[src/rtl/fpfa_pkg.sv]
// Shared types and constants of the fixed-partition fit allocator.
package fpfa_pkg;

  localparam int MAX_PARTITIONS = 16;
  localparam int SIZE_BITS      = 16;

  localparam int IDX_W = (MAX_PARTITIONS > 1) ? $clog2(MAX_PARTITIONS) : 1;
  localparam int CNT_W = $clog2(MAX_PARTITIONS + 1);

  localparam int CMD_W     = 2;
  localparam int SLOT_W    = 4;
  localparam int AMOUNT_W  = 16;
  localparam int STATUS_W  = 3;
  localparam int POLICY_W  = 2;
  localparam int BLOCKS_W  = 5;
  localparam int CFG_IDX_W = 1;
  localparam int CFG_DW    = BLOCKS_W;

  localparam logic [CFG_IDX_W-1:0] CFG_FIT_POLICY    = 1'd0;
  localparam logic [CFG_IDX_W-1:0] CFG_BLOCKS_IN_USE = 1'd1;

  typedef enum logic [CMD_W-1:0] {
    CMD_LOAD    = 2'd0,
    CMD_ALLOC   = 2'd1,
    CMD_RELEASE = 2'd2
  } cmd_e;

  typedef enum logic [STATUS_W-1:0] {
    STS_GRANTED  = 3'd0,
    STS_NOFIT    = 3'd1,
    STS_LOADED   = 3'd2,
    STS_RELEASED = 3'd3,
    STS_BADSLOT  = 3'd4
  } status_e;

  typedef enum logic [POLICY_W-1:0] {
    POL_FIRST = 2'd0,
    POL_BEST  = 2'd1,
    POL_WORST = 2'd2
  } policy_e;

  typedef enum logic [1:0] {
    ST_IDLE,
    ST_SCAN,
    ST_RESULT
  } state_e;

  // Context of the candidate under test for the fit compare unit.
  typedef struct packed {
    policy_e policy;
    logic    found;
    logic    busy;
  } fit_ctx_t;

endpackage

[src/rtl/fpfa_fit_unit.sv]
// Shared compare unit: decides whether one scanned partition becomes the pick.
module fpfa_fit_unit (
  input  fpfa_pkg::fit_ctx_t                ctx_i,
  input  logic [fpfa_pkg::SIZE_BITS-1:0]    want_i,
  input  logic [fpfa_pkg::SIZE_BITS-1:0]    cand_size_i,
  input  logic [fpfa_pkg::SIZE_BITS-1:0]    best_size_i,
  output logic                              take_o
);
  import fpfa_pkg::*;

  logic fits;

  assign fits = !ctx_i.busy && (cand_size_i >= want_i);

  always_comb begin
    case (ctx_i.policy)
      POL_FIRST: take_o = fits && !ctx_i.found;
      POL_BEST:  take_o = fits && (!ctx_i.found || (cand_size_i < best_size_i));
      POL_WORST: take_o = fits && (!ctx_i.found || (cand_size_i > best_size_i));
      default:   take_o = 1'b0;
    endcase
  end

endmodule

[src/rtl/fixed_partition_fit_allocator.sv]
// Top level of the fixed-partition fit allocator: table, scan sequencer, result register.
//
//  channel | direction | handshake              | payload
//  --------+-----------+------------------------+-----------------------------------------
//  in      | sink      | in_valid_i / in_stall_o | command_i, slot_i, amount_i
//  out     | source    | out_valid_o / out_stall_i | status_o, granted_slot_o, granted_size_o
//  cfg     | sink      | cfg_we_i                | cfg_index_i, cfg_data_i
//
// Load and release update the table at accept; the result then waits in ST_RESULT
// and is handed to the output register once that register is empty or draining.
// Allocate scans the first min(blocks_in_use, MAX_PARTITIONS) partitions: the size
// memory has one registered read port, so the scan reads one partition a cycle and
// feeds the single compare unit, then drains the last compare and hands off.
// Reset clears the busy bits, the configuration registers, the output valid flag and
// the sequencer; the size memory holds garbage until loaded. A stalled result waits
// in the output register while the next beat is taken and worked on.
module fixed_partition_fit_allocator (
  input  logic                               clk_i,
  input  logic                               rst_ni,

  input  logic                               cfg_we_i,
  input  logic [fpfa_pkg::CFG_IDX_W-1:0]     cfg_index_i,
  input  logic [fpfa_pkg::CFG_DW-1:0]        cfg_data_i,

  input  logic                               in_valid_i,
  output logic                               in_stall_o,
  input  logic [fpfa_pkg::CMD_W-1:0]         command_i,
  input  logic [fpfa_pkg::SLOT_W-1:0]        slot_i,
  input  logic [fpfa_pkg::AMOUNT_W-1:0]      amount_i,

  output logic                               out_valid_o,
  input  logic                               out_stall_i,
  output logic [fpfa_pkg::STATUS_W-1:0]      status_o,
  output logic [fpfa_pkg::SLOT_W-1:0]        granted_slot_o,
  output logic [fpfa_pkg::AMOUNT_W-1:0]      granted_size_o
);
  import fpfa_pkg::*;

  // Configuration registers
  logic [POLICY_W-1:0] fit_policy_q;
  logic [BLOCKS_W-1:0] blocks_q;
  logic [CNT_W-1:0]    limit;

  // Partition table
  logic [SIZE_BITS-1:0]      mem [MAX_PARTITIONS];
  logic [SIZE_BITS-1:0]      rd_data_q;
  logic                      mem_we;
  logic [IDX_W-1:0]          mem_waddr;
  logic [MAX_PARTITIONS-1:0] busy_q, busy_d;

  // Sequencer and scan state
  state_e               state_q, state_d;
  logic [CNT_W-1:0]     cnt_q, cnt_d;
  logic                 pend_q, pend_d;
  logic [IDX_W-1:0]     pend_idx_q, pend_idx_d;
  logic                 found_q, found_d;
  logic [IDX_W-1:0]     pick_q, pick_d;
  logic [SIZE_BITS-1:0] best_q, best_d;
  logic [SIZE_BITS-1:0] want_q, want_d;

  // Pending result and output register
  status_e              res_status_q, res_status_d;
  logic [IDX_W-1:0]     res_slot_q, res_slot_d;
  logic [SIZE_BITS-1:0] res_size_q, res_size_d;
  logic                 out_valid_q;
  status_e              out_status_q;
  logic [SLOT_W-1:0]    out_slot_q;
  logic [AMOUNT_W-1:0]  out_size_q;

  logic     in_accept;
  logic     xfer;
  logic     take;
  fit_ctx_t ctx;

  assign in_stall_o = (state_q != ST_IDLE);
  assign in_accept  = in_valid_i && !in_stall_o;
  // Hand the pending result over when the output register is empty or draining.
  assign xfer       = (state_q == ST_RESULT) && (!out_valid_q || !out_stall_i);

  // Clamp the partition count to the table depth.
  assign limit = (32'(blocks_q) > 32'(MAX_PARTITIONS)) ? CNT_W'(MAX_PARTITIONS)
                                                       : CNT_W'(blocks_q);

  always_ff @(posedge clk_i or negedge rst_ni) begin
    if (!rst_ni) begin
      fit_policy_q <= '0;
      blocks_q     <= '0;
    end else if (cfg_we_i) begin
      case (cfg_index_i)
        CFG_FIT_POLICY:    fit_policy_q <= cfg_data_i[POLICY_W-1:0];
        CFG_BLOCKS_IN_USE: blocks_q     <= cfg_data_i[BLOCKS_W-1:0];
        default: ;
      endcase
    end
  end

  // Size memory: one write port at accept, one registered read port for the scan.
  always_ff @(posedge clk_i) begin
    if (mem_we) begin
      mem[mem_waddr] <= SIZE_BITS'(amount_i);
    end
    rd_data_q <= mem[cnt_q[IDX_W-1:0]];
  end

  assign ctx.policy = policy_e'(fit_policy_q);
  assign ctx.found  = found_q;
  assign ctx.busy   = busy_q[pend_idx_q];

  fpfa_fit_unit u_fit (
    .ctx_i       (ctx),
    .want_i      (want_q),
    .cand_size_i (rd_data_q),
    .best_size_i (best_q),
    .take_o      (take)
  );

  always_ff @(posedge clk_i or negedge rst_ni) begin
    if (!rst_ni) begin
      state_q <= ST_IDLE;
      busy_q  <= '0;
      pend_q  <= 1'b0;
      found_q <= 1'b0;
    end else begin
      state_q <= state_d;
      busy_q  <= busy_d;
      pend_q  <= pend_d;
      found_q <= found_d;
    end
  end

  always_ff @(posedge clk_i) begin
    cnt_q        <= cnt_d;
    pend_idx_q   <= pend_idx_d;
    pick_q       <= pick_d;
    best_q       <= best_d;
    want_q       <= want_d;
    res_status_q <= res_status_d;
    res_slot_q   <= res_slot_d;
    res_size_q   <= res_size_d;
  end

  always_comb begin
    state_d      = state_q;
    busy_d       = busy_q;
    cnt_d        = cnt_q;
    pend_d       = pend_q;
    pend_idx_d   = pend_idx_q;
    found_d      = found_q;
    pick_d       = pick_q;
    best_d       = best_q;
    want_d       = want_q;
    res_status_d = res_status_q;
    res_slot_d   = res_slot_q;
    res_size_d   = res_size_q;
    mem_we       = 1'b0;
    mem_waddr    = IDX_W'(slot_i);

    case (state_q)
      ST_IDLE: begin
        if (in_accept) begin
          res_slot_d = '0;
          res_size_d = '0;
          case (command_i)
            CMD_LOAD: begin
              if (32'(slot_i) >= 32'(MAX_PARTITIONS)) begin
                res_status_d = STS_BADSLOT;
              end else begin
                mem_we                  = 1'b1;
                busy_d[IDX_W'(slot_i)]  = 1'b0;
                res_status_d            = STS_LOADED;
              end
              state_d = ST_RESULT;
            end
            CMD_ALLOC: begin
              want_d  = SIZE_BITS'(amount_i);
              cnt_d   = '0;
              pend_d  = 1'b0;
              found_d = 1'b0;
              state_d = ST_SCAN;
            end
            CMD_RELEASE: begin
              busy_d       = '0;
              res_status_d = STS_RELEASED;
              state_d      = ST_RESULT;
            end
            default: ; // drop unknown commands without a result
          endcase
        end
      end

      ST_SCAN: begin
        // Issue the next read while the previous one is compared.
        if (cnt_q < limit) begin
          pend_d     = 1'b1;
          pend_idx_d = cnt_q[IDX_W-1:0];
          cnt_d      = cnt_q + 1'b1;
        end else begin
          pend_d = 1'b0;
        end
        if (pend_q && take) begin
          found_d = 1'b1;
          pick_d  = pend_idx_q;
          best_d  = rd_data_q;
        end
        if (!(cnt_q < limit) && !pend_q) begin
          if (found_q) begin
            busy_d[pick_q] = 1'b1;
            res_status_d   = STS_GRANTED;
            res_slot_d     = pick_q;
            res_size_d     = best_q;
          end else begin
            res_status_d = STS_NOFIT;
            res_slot_d   = '0;
            res_size_d   = '0;
          end
          state_d = ST_RESULT;
        end
      end

      ST_RESULT: begin
        if (xfer) begin
          state_d = ST_IDLE;
        end
      end

      default: state_d = ST_IDLE;
    endcase
  end

  // Output register: hold while stalled, load a fresh result on handoff.
  always_ff @(posedge clk_i or negedge rst_ni) begin
    if (!rst_ni) begin
      out_valid_q <= 1'b0;
    end else if (xfer) begin
      out_valid_q <= 1'b1;
    end else if (!out_stall_i) begin
      out_valid_q <= 1'b0;
    end
  end

  always_ff @(posedge clk_i) begin
    if (xfer) begin
      out_status_q <= res_status_q;
      out_slot_q   <= SLOT_W'(res_slot_q);
      out_size_q   <= AMOUNT_W'(res_size_q);
    end
  end

  assign out_valid_o    = out_valid_q;
  assign status_o       = out_status_q;
  assign granted_slot_o = out_slot_q;
  assign granted_size_o = out_size_q;

  // A granted partition is marked busy by the time its result reaches the output.
  a_grant_marks_busy: assert property (@(posedge clk_i) disable iff (!rst_ni)
    (xfer && res_status_q == STS_GRANTED) |=> busy_q[IDX_W'(granted_slot_o)])
    else $error("granted partition not marked busy");

  // Results other than a grant carry zero index and size.
  a_nogrant_zero: assert property (@(posedge clk_i) disable iff (!rst_ni)
    (out_valid_o && status_o != STS_GRANTED) |-> (granted_slot_o == '0 && granted_size_o == '0))
    else $error("non-grant result with nonzero payload");

  // The pick never lies outside the partitions in use.
  a_pick_in_range: assert property (@(posedge clk_i) disable iff (!rst_ni)
    (state_q == ST_SCAN && found_q) |-> (CNT_W'(pick_q) < limit))
    else $error("scan pick beyond partitions in use");

endmodule
[config.mk]
export PLATFORM = sky130hd
export DESIGN_NAME = fixed_partition_fit_allocator
export DESIGN_NICKNAME = d
export VERILOG_FILES = /design/src/rtl/fpfa_pkg.sv /design/src/rtl/fpfa_fit_unit.sv /design/src/rtl/fixed_partition_fit_allocator.sv
export SDC_FILE = /design/constraint.sdc
export NUM_CORES = 1
export LEC_CHECK = 0
export BUFFER_PORTS_ARGS = -buffer_cell sky130_fd_sc_hd__buf_2
export CAP_MARGIN = 5
export CORE_UTILIZATION = 50
export CTS_CLUSTER_SIZE = 24
export DETAILED_ROUTE_END_ITERATION = 10
export GPL_TIMING_DRIVEN = 0
export PLACE_DENSITY = 0.76
export SYNTH_ARGS = -nofsm -noshare
export SYNTH_HDL_FRONTEND = slang
export SYNTH_SLANG_ARGS = --single-unit
[constraint.sdc]
create_clock -name clk_i -period 3.7 [get_ports clk_i]
set_input_delay 0.74 -clock clk_i [delete_from_list [all_inputs] [get_ports clk_i]]
set_output_delay 0.74 -clock clk_i [all_outputs]
set_load 0.03 [all_outputs]
== Yosys cells after proc, flatten, opt, wreduce, memory -nomap -nowiden ==
Memories as Yosys holds them, arrays and structs flattened. A register that Yosys moved wholly into a read port is not among the register bits.
Cells that the tools add are included.

* Memories: 1
* RAM bits: 256
* Register bits after elaboration: 119
* Bits of input ports: 33

{| class="wikitable"
|+ Memory list
! name !! words !! bits a word !! read ports !! clocked after memory_dff !! write ports !! line !! source
|-
| mem || 16 || 16 || 1 || 1 || 1 || fixed_partition_fit_allocator.sv:45 || <nowiki>logic [SIZE_BITS-1:0] mem [MAX_PARTITIONS];</nowiki>
|}

* Muxes and demuxes: 48
* Equal/unequal tests: 16
* Bitwise operators: 4
* Reductions and logical operators: 38
* Magnitude comparators: 10
* Add/sub/neg operators: 1

{| class="wikitable"
|+ Operator list
! cell !! count
|-
| 16-bit 2-to-1 mux || 6
|-
| 16-bit one-hot mux with 2 select lines || 3
|-
| 5-bit 2-to-1 mux || 4
|-
| 16-bit bitwise AND || 1
|-
| 16-bit greater-or-equal comparator || 1
|-
| 16-bit > comparator || 1
|-
| 16-bit < comparator || 1
|-
| 16-bit inverter || 1
|-
| 16-bit OR || 1
|-
| 4-bit AND reduction || 4
|-
| 4-bit by 5-bit < comparator with 1-bit output (second input constant) || 3
|-
| 1-bit 2-to-1 mux || 15
|-
| 4-bit 2-to-1 mux || 3
|-
| 2-bit != test (second input constant) || 6
|-
| 3-bit one-hot mux with 2 select lines || 2
|-
| 1-bit logical AND || 10
|-
| 5-bit one-hot mux with 2 select lines || 1
|-
| 3-bit AND reduction || 3
|-
| 1-bit demux with 4-bit select || 2
|-
| 4-bit by 1-bit greater-or-equal comparator with 1-bit output (second input constant) || 2
|-
| 4-bit one-hot mux with 2 select lines || 1
|-
| 2-bit AND reduction || 4
|-
| 1-bit zero test || 7
|-
| 2-bit by 1-bit == test with 1-bit output (second input constant) || 3
|-
| other kinds (20) || 32
|}

== Logic depth before layout (Yosys ltp) ==
Gate-level depths: netlist (run 1).

* Depth in word-level cells: 9
* Mapped depth: 8
* Gate-level depth less buffers: 8

== Cells and area by module ==
From an unflattened synthesis (run 1), not the netlist that was laid out.

* Cell total of the unflattened synthesis: 858
* Area total of the unflattened synthesis: 15463.6 sq um

{| class="wikitable"
|+ By module, submodules not included
! module !! area an instance (sq um) !! cells an instance !! sequential area each (sq um) !! times used
|-
| fixed_partition_fit_allocator || 14602.8 || 742 || 11380.9 || 1
|-
| fpfa_fit_unit || 860.8 || 116 || 0.0 || 1
|}

== Least setup slack after synthesis (run 1) ==
Ideal clock, no wire load.

* Kind: register to register
* Start: register blocks_q[4]
* End: register res_size_q[0] (enable)
* Path slack: 0.940 ns
* Stages on the path, launching flop included: 9
* Data required time: 3.296 ns
* Arrival time: 2.356 ns
* Path through: dfrtp_1 inv_1 nand2_1 ha_1 a21boi_1 o21ai_1 a21o_1 nand3b_1 a21oi_1

* Word-level cells in the longest chain between the ends: 7

{| class="wikitable"
|+ RTL lines
! item !! line !! source
|-
| from (decl) || fixed_partition_fit_allocator.sv:41 || <nowiki>logic [BLOCKS_W-1:0] blocks_q;</nowiki>
|-
| from (signal assigned) || fixed_partition_fit_allocator.sv:91 || <nowiki>CFG_BLOCKS_IN_USE: blocks_q <= cfg_data_i[BLOCKS_W-1:0];</nowiki>
|-
| 5-bit > comparator || fixed_partition_fit_allocator.sv:81 || <nowiki>assign limit = (32'(blocks_q) > 32'(MAX_PARTITIONS)) ? CNT_W'(MAX_PARTITIONS)</nowiki>
|-
| 5-bit 2-to-1 mux (*) || fixed_partition_fit_allocator.sv:81 ||
|-
| 5-bit < comparator (*) || fixed_partition_fit_allocator.sv:205 || <nowiki>if (!(cnt_q < limit) && !pend_q) begin</nowiki>
|-
| 1-bit zero test (*) || fixed_partition_fit_allocator.sv:205 ||
|-
| 1-bit logical AND (*) || fixed_partition_fit_allocator.sv:205 ||
|-
| 2-bit != test (no source line) (*) || n/a ||
|-
| 3-bit AND reduction (no source line) (*) || n/a ||
|-
| to (signal assigned) || fixed_partition_fit_allocator.sv:139 || <nowiki>res_size_q <= res_size_d;</nowiki>
|-
| to (decl) || fixed_partition_fit_allocator.sv:64 || <nowiki>logic [SIZE_BITS-1:0] res_size_q, res_size_d;</nowiki>
|}

Every way passes the cells marked *; elsewhere a longest branch is shown, timed or not.
A chain may end at the register's enable or synchronous reset.

== Worst setup path after layout (run 1) ==
* Start: register pend_idx_q[0]
* End: register best_q[10] (enable)

* Word-level cells in the longest chain between the ends: 8

{| class="wikitable"
|+ RTL lines
! item !! line !! source
|-
| from (decl) || fixed_partition_fit_allocator.sv:55 || <nowiki>logic [IDX_W-1:0] pend_idx_q, pend_idx_d;</nowiki>
|-
| from (signal assigned) || fixed_partition_fit_allocator.sv:133 || <nowiki>pend_idx_q <= pend_idx_d;</nowiki>
|-
| 1-bit binary-select mux with 4-bit select (*) || fixed_partition_fit_allocator.sv:107 || <nowiki>assign ctx.busy = busy_q[pend_idx_q];</nowiki>
|-
| 1-bit 2-to-1 mux (implied by the code) (*) || fixed_partition_fit_allocator.sv:107 ||
|-
| 1-bit zero test (*) || fpfa_fit_unit.sv:13 || <nowiki>assign fits = !ctx_i.busy && (cand_size_i >= want_i);</nowiki>
|-
| 1-bit logical AND (*) || fpfa_fit_unit.sv:13 ||
|-
| 1-bit logical AND, on equally long branches || fpfa_fit_unit.sv:19, fpfa_fit_unit.sv:17, fpfa_fit_unit.sv:18 ||
|-
| 1-bit one-hot mux with 3 select lines (*) || fpfa_fit_unit.sv:16 || <nowiki>case (ctx_i.policy)</nowiki>
|-
| 1-bit logical AND (*) || fixed_partition_fit_allocator.sv:200 || <nowiki>if (pend_q && take) begin</nowiki>
|-
| 2-bit AND reduction (no source line) (*) || n/a ||
|-
| to (signal assigned) || fixed_partition_fit_allocator.sv:135 || <nowiki>best_q <= best_d;</nowiki>
|-
| to (decl) || fixed_partition_fit_allocator.sv:58 || <nowiki>logic [SIZE_BITS-1:0] best_q, best_d;</nowiki>
|}

Every way passes the cells marked *; elsewhere a longest branch is shown, timed or not. The select of a mux whose other input is x is not followed.

==> results of run 1 <==
cells in the final DEF, fill, tap and decap left out, types with 6 or more instances in the layout:
cell	netlist	layout
nor3_1	8	8
dfrtp_1	28	28
nand3_1	9	9
mux4_2	81	81
clkbuf_16	0	39
nand2b_1	7	7
dfxtp_1	16	16
inv_1	47	47
buf_2	8	64
edfxtp_1	345	345
mux2_2	7	7
nor2_1	54	38
clkinv_1	1	11
ha_1	39	39
nor2_2	0	16
clkbuf_1	17	25
o21ai_0	30	30
nor2b_1	7	7
a21o_1	7	7
nand2_1	26	26
clkinv_2	0	6
a21oi_1	23	21
buf_8	0	15
metrics by stage:
stage               util, %  total power [mW]  setup WS (ps)  cell area (µm²)  std cells
floorplan                 -             6.896          940.3            15440        824
global placement      53.98             7.459         -166.5            16210       1270
detailed placement    55.16             7.594          426.6            16570       1288
CTS                   59.34             11.46          417.8            17820       1360
global route          59.35             11.84          222.3            17820       1361
finish                59.36             11.38          433.9            17830       1362
state kept, by name, indices dropped and copies added, names as in the netlist, 4 cells and up:
| register | count |
|---|---|
| pend_idx_q | 4 |
| mem | 256 |
| want_q | 16 |
| blocks_q | 5 |
| res_size_q | 16 |
| granted_size_o | 16 |
| rd_data_q | 16 |
| cnt_q | 5 |
| pick_q | 4 |
| res_slot_q | 4 |
| best_q | 16 |
| busy_q | 16 |
| granted_slot_o | 4 |
final timing paths:
kind / slack [ps] / to / depth (start not counted)
setup / recovery: 430 / best_q[10] / 5
min in group clk_i: 420 / granted_size_o[1] / 0
max in group asynchronous: 3020 / fit_policy_q[0] / 1
hold reg to reg: 420 / granted_size_o[1] / 0
setup reg to reg: 430 / best_q[10] / 5
hold / removal: 230 / busy_q[8] / 1
metal layers:
metal	part of all wire (%)	routed length [µm]	vias to the layer above
met5	0	0	-
met4	2.6	816	0
met3	8.0	2523	63
met2	49	15590	362
met1	40	12790	4031
li1	-	-	3497
final cells by class:
cell class,instances,area [µm²]
diodes,2,5.005
plain buffers,34,173.9
clock buffers,49,1033
clock inverters,23,221.5
fillers,2130,12210
inverters,48,180.2
multi-input cells,353,3756
flip-flops and latches,389,11380
well taps,390,488.0
repair buffers,74,588.1
logic make-up (layout without fill, tap and decap cells):
| logic type | Yosys count | in the layout | share of synthesized area [%] |
|---|---|---|---|
| AOI/OAI and AO/OA | 81 | 81 | 3.233 |
| xor gates and xnor gates | 3 | 3 | 0.1702 |
| adders and majority gates | 39 | 39 | 3.160 |
| buffers and inverters | 82 | 228 | 2.293 |
| DFF | 389 | 389 | 73.69 |
| muxes | 93 | 93 | 13.07 |
| other | 1 | 3 | 0.02428 |
| and+or+nand+nor | 136 | 136 | 4.359 |
worst max-delay path, cell delays in order, from the launching register on:
cell and delay [ps]:
edfxtp_1 490, mux4_1 620, mux4_2 500, nor4b_2 260, o21ai_1 160, a21oi_2 840
power by group:
group	internal [mW]	switching, mW
Clock	2.22	1.66
Combinational	0.858	1.17
Sequential	5.24	0.230
Total	8.32	3.07
==> results.toml, run 1 <==
[placement]
gp_congestion = 0.8232
dp_hpwl_um = 21200
numPortBuffers = 56

[clocking]
clk_pin_slew_ps = 60
holdBufCountCts = 0
cts_setup_buffers = 0
clockBufferDepth = 3
htree_num_levels = 2
clk_latency_ps = 540
cts_root_buf = "clkbuf_16"
cts_made_buffers = 39
cts_tree = "built"
clock-sinks = 389
post_cts_resized = 0

[drt]
wl_per_cell_um = 23.29
via_count = 7953
first_pass_iters = 5
postRouteAntennaNets = 0
routed_via_density = 5.839
drt_iter0_markers = 768
finalWirelength_um = 31720
drc = 0

[pwr]
power_density_nw_per_um2 = 638.5
vdd_drop_max_uv = 417.4
leakage_nw = 6.248

[sta]
finalSetupTns_ps = 0
max-slew-margin-rel_pct = 24.88
worst_slew_pin_slew_ps = 1127
timing.fmax_ghz = 0.3062
rsz0062_at_grt = "false"
setup_viol = 0
holdWs_ps = 229.3
final_max_slew_viol_count = 0
period_minus_slack_ps = 3266
finalHoldViolCount = 0
final.setup_skew_ps = 12.89
period_share_pct = 88.27

[global_routing]
grt_util_all_layers_pct = 21.29
grt_max_degree = 29
busiest_layer = "met2"
grt.overflow.total = 0
first_global_vias = 8172
globalRouteMet1Util_pct = 28.91
antenna_found_initial = 2
met3_usage_pct = 4.135
use_met2_pct = 34.59
grt_pass1_wl_um = 49040

[job]
maxCapViolCount = 0

[yosys]
synthTopCellsByArea = "edfxtp_1 (67%), mux4_2 (12%), dfrtp_1 (4.5%), ha_1 (3.2%), dfxtp_1 (2.1%)"
synth_common_cells = "edfxtp_1 (345), mux4_2 (81), nor2_1 (54)"
synth_edf_count = 345
avgSynthCellArea_um2 = 18.74
synthFlopType = "edfxtp_1"
ys_ff_latch = 389
async_flop_share_pct = 7.198
synth_top_cell_area_share_pct = 67.08
synth_area_um2 = 15440
yosysMostFrequentCell = "edfxtp_1"
synth_cell_types = 57
syn_inst = 824
ys_seq_area_share_pct = 73.69
yosysWarnings = 0
yosys.area.top_type = "edfxtp_1"
syn-num-nets = 896

[floorplan]
die_width_um = 177.7
die_area_um2 = 31590
die_y_um = 177.7
coreArea_um2 = 30030
pin_count = 58
fp-row-count = 63
start_util_pct = 51.42

[setup_path]
cp-startpoint = "pend_idx_q[0]"
worstSetupPathType = "reg2reg"
critPathCaptureType = "register"
rr_startpoint = "pend_idx_q[0]"
cp.required_ps = 3850
start_kind = "register"
cp_max_fo = 20
worstPathArrival_ps = 3420

[finish]
drive_above_1_share_pct = 26.39
num-nets-final = 1011
syn_to_final_growth_pct = 15.43

[outcome]
status = "complete, no violations"

[hold_path]
min_path_type = "in2async"
Note: power is estimated with default switching activity, not from simulation.
==> inputs of run 2 (changes only) <==
==> constraint.sdc (replaced) <==
create_clock -name clk_i -period 3.7 [get_ports clk_i]
set_input_delay 0 -clock clk_i [delete_from_list [all_inputs] [get_ports clk_i]]
set_output_delay 0 -clock clk_i [all_outputs]
set_load 0.03 [all_outputs]
==> run 2 against run 1 <==
Critical endpoint unchanged. Utilization up 1.1 points. Largest power group unchanged. Critical path type unchanged. Non-clock buffer count grew 34. Global-route usage grew 0.16 points. Sequential share of layout area decreased by 1.2 points. Hold slack worse by 190 ps. Sequential power about the same. Clock skew is 4.4 ps higher. Via count increased by 1.8%. Clock-buffer cell count is the same. Combinational power grew 2%.
==> results.toml, run 2 (synthesized netlist as in run 1, its figures left out) <==
[outcome]
status = "complete, no violations"

[pwr]
vdd_drop_max_uv = 417.2
leakage_nw = 6.392
power_density_nw_per_um2 = 628.4
p_total_mw = 11.41

[setup_path]
cp.required_ps = 3850
worstPathCellList = "mux4_1, mux4_2, nor4b_2, o21ai_1, a21oi_2"
critPathMaxStageDelay_ps = 830
worst_r2r_endpoint = "best_q[10]"
worstPathArrival_ps = 3420
cp_max_fo = 20
r2r_slack_ps = 430
reg2reg_depth = 5
start_kind = "register"
cp_slowest_cell = "a21oi_2"
worstSetupPathType = "reg2reg"
rr_startpoint = "pend_idx_q[0]"
critPathCaptureType = "register"

[sta]
setup_viol = 0
period_share_pct = 88.39
rsz0062_at_grt = "false"
finalHoldViolCount = 0
final_max_slew_viol_count = 0
max-slew-margin-rel_pct = 25.90
finalSetupTns_ps = 0
final.setup_skew_ps = 17.30
fin_ws_ps = 429.4
period_minus_slack_ps = 3271
worst_slew_pin_slew_ps = 1112
timing.fmax_ghz = 0.3058

[finish]
mostFrequentLayoutCell = "edfxtp_1"
num-nets-final = 1045
largest_reg_flops = 256
final_cell_mix = "edfxtp_1 (345), mux4_2 (81), buf_2 (64)"
largest_register = "mem"
nFillCells = 2100
antenna_cells = 0
syn_to_final_growth_pct = 17.60
drive_above_1_share_pct = 25.50
final_cell_area_um2 = 18160

[floorplan]
fp-row-count = 63
pin_count = 58
die_area_um2 = 31590
die_width_um = 177.7
die_y_um = 177.7
start_util_pct = 51.42
coreArea_um2 = 30030

[job]
maxCapViolCount = 0

[clocking]
htree_num_levels = 2
clockBufferDepth = 3
clock-sinks = 389
post_cts_resized = 0
clk_pin_slew_ps = 60
cts_setup_buffers = 0
cts_tree = "built"
cts_made_buffers = 39
clk_latency_ps = 540
cts_root_buf = "clkbuf_16"

[global_routing]
first_global_vias = 8340
antenna_found_initial = 0
grt_util_all_layers_pct = 21.46
grt_max_degree = 29
grt_pass1_wl_um = 49510
grt.overflow.total = 0

[drt]
finalWirelength_um = 32070
via_count = 8095
drc = 0
wl_per_cell_um = 23.01
drt_iter0_markers = 737
postRouteAntennaNets = 0
routed_via_density = 5.807
first_pass_iters = 5

[placement]
dpl_cell_area_um2 = 16570
gp_congestion = 0.8232
dp_hpwl_um = 21200
numPortBuffers = 56
dpl_worst_slack_ps = 426.6

[hold_path]
min_path_type = "in2async"
run 2: changes by cell type in the layout (fill, tap and decap cells not counted):
cell / delta
diode_2: -2
dlygate4sd3_1: +34
run 2: how the worst max path moves through the flow:
stage | start | endpoint | depth (start not counted)
4_1_cts | pend_idx_q[0] | best_q[10] | 5
5_1_grt | pend_idx_q[0] | best_q[10] | 5
3_5_place_dp | pend_idx_q[0] | best_q[8] | 5
6_report | pend_idx_q[0] | best_q[10] | 5
3_3_place_gp | state_q[0] | mem[13][11] | 6
2_1_floorplan | blocks_q[4] | res_size_q[0] | 8
run 2: final cells by class:
class,count,area [µm²],area share [%]
clock inverters,23,221.5,1.219
multi-input cells,353,3756,20.68
repair buffers,108,928.4,5.112
inverters,48,180.2,0.9920
well taps,390,488.0,2.687
flip-flops and latches,389,11380,62.66
plain buffers,34,173.9,0.9576
clock buffers,49,1033,5.690
run 2: through the flow:
| step | std cells | hold slack, ps | util (%) |
|---|---|---|---|
| after global placement | 1270 | 63.10 | 53.98 |
| after floorplan | 824 | -295.6 | - |
| after global routing | 1394 | 93.51 | 60.48 |
| after detailed placement | 1288 | 75.90 | 55.16 |
| after CTS | 1394 | 40.36 | 60.48 |
| final | 1394 | 40.67 | 60.48 |
run 2: timing repair:
item / 4_1_cts / 5_1_grt
hold buffers: 34 / 0
endpoints found under the setup margin: 0 / 0
hold endpoints to repair: 325 / 0
run 2: layer usage:
metal	part of all wire, %	routed length (µm)	track usage, %
met5	0	0	0
met3	7.2	2312	4.006
met1	41	13090	29.05
met2	49	15810	35.19
met4	2.7	862	7.194
run 2: critical path, delay by kind of cell, from the launching register on:
family | cells | cell delay (ps)
AOI/OAI and AO/OA | 2 | 990
DFF | 1 | 500
muxes | 2 | 1130
and+or+nand+nor | 1 | 270
run 2: report_power, final:
group	switching [mW]	total (mW)	internal (mW)	leakage, nW
sequential	0.229	5.47	5.24	3.63
clock	1.66	3.87	2.22	0.616
combinational	1.18	2.07	0.888	2.14
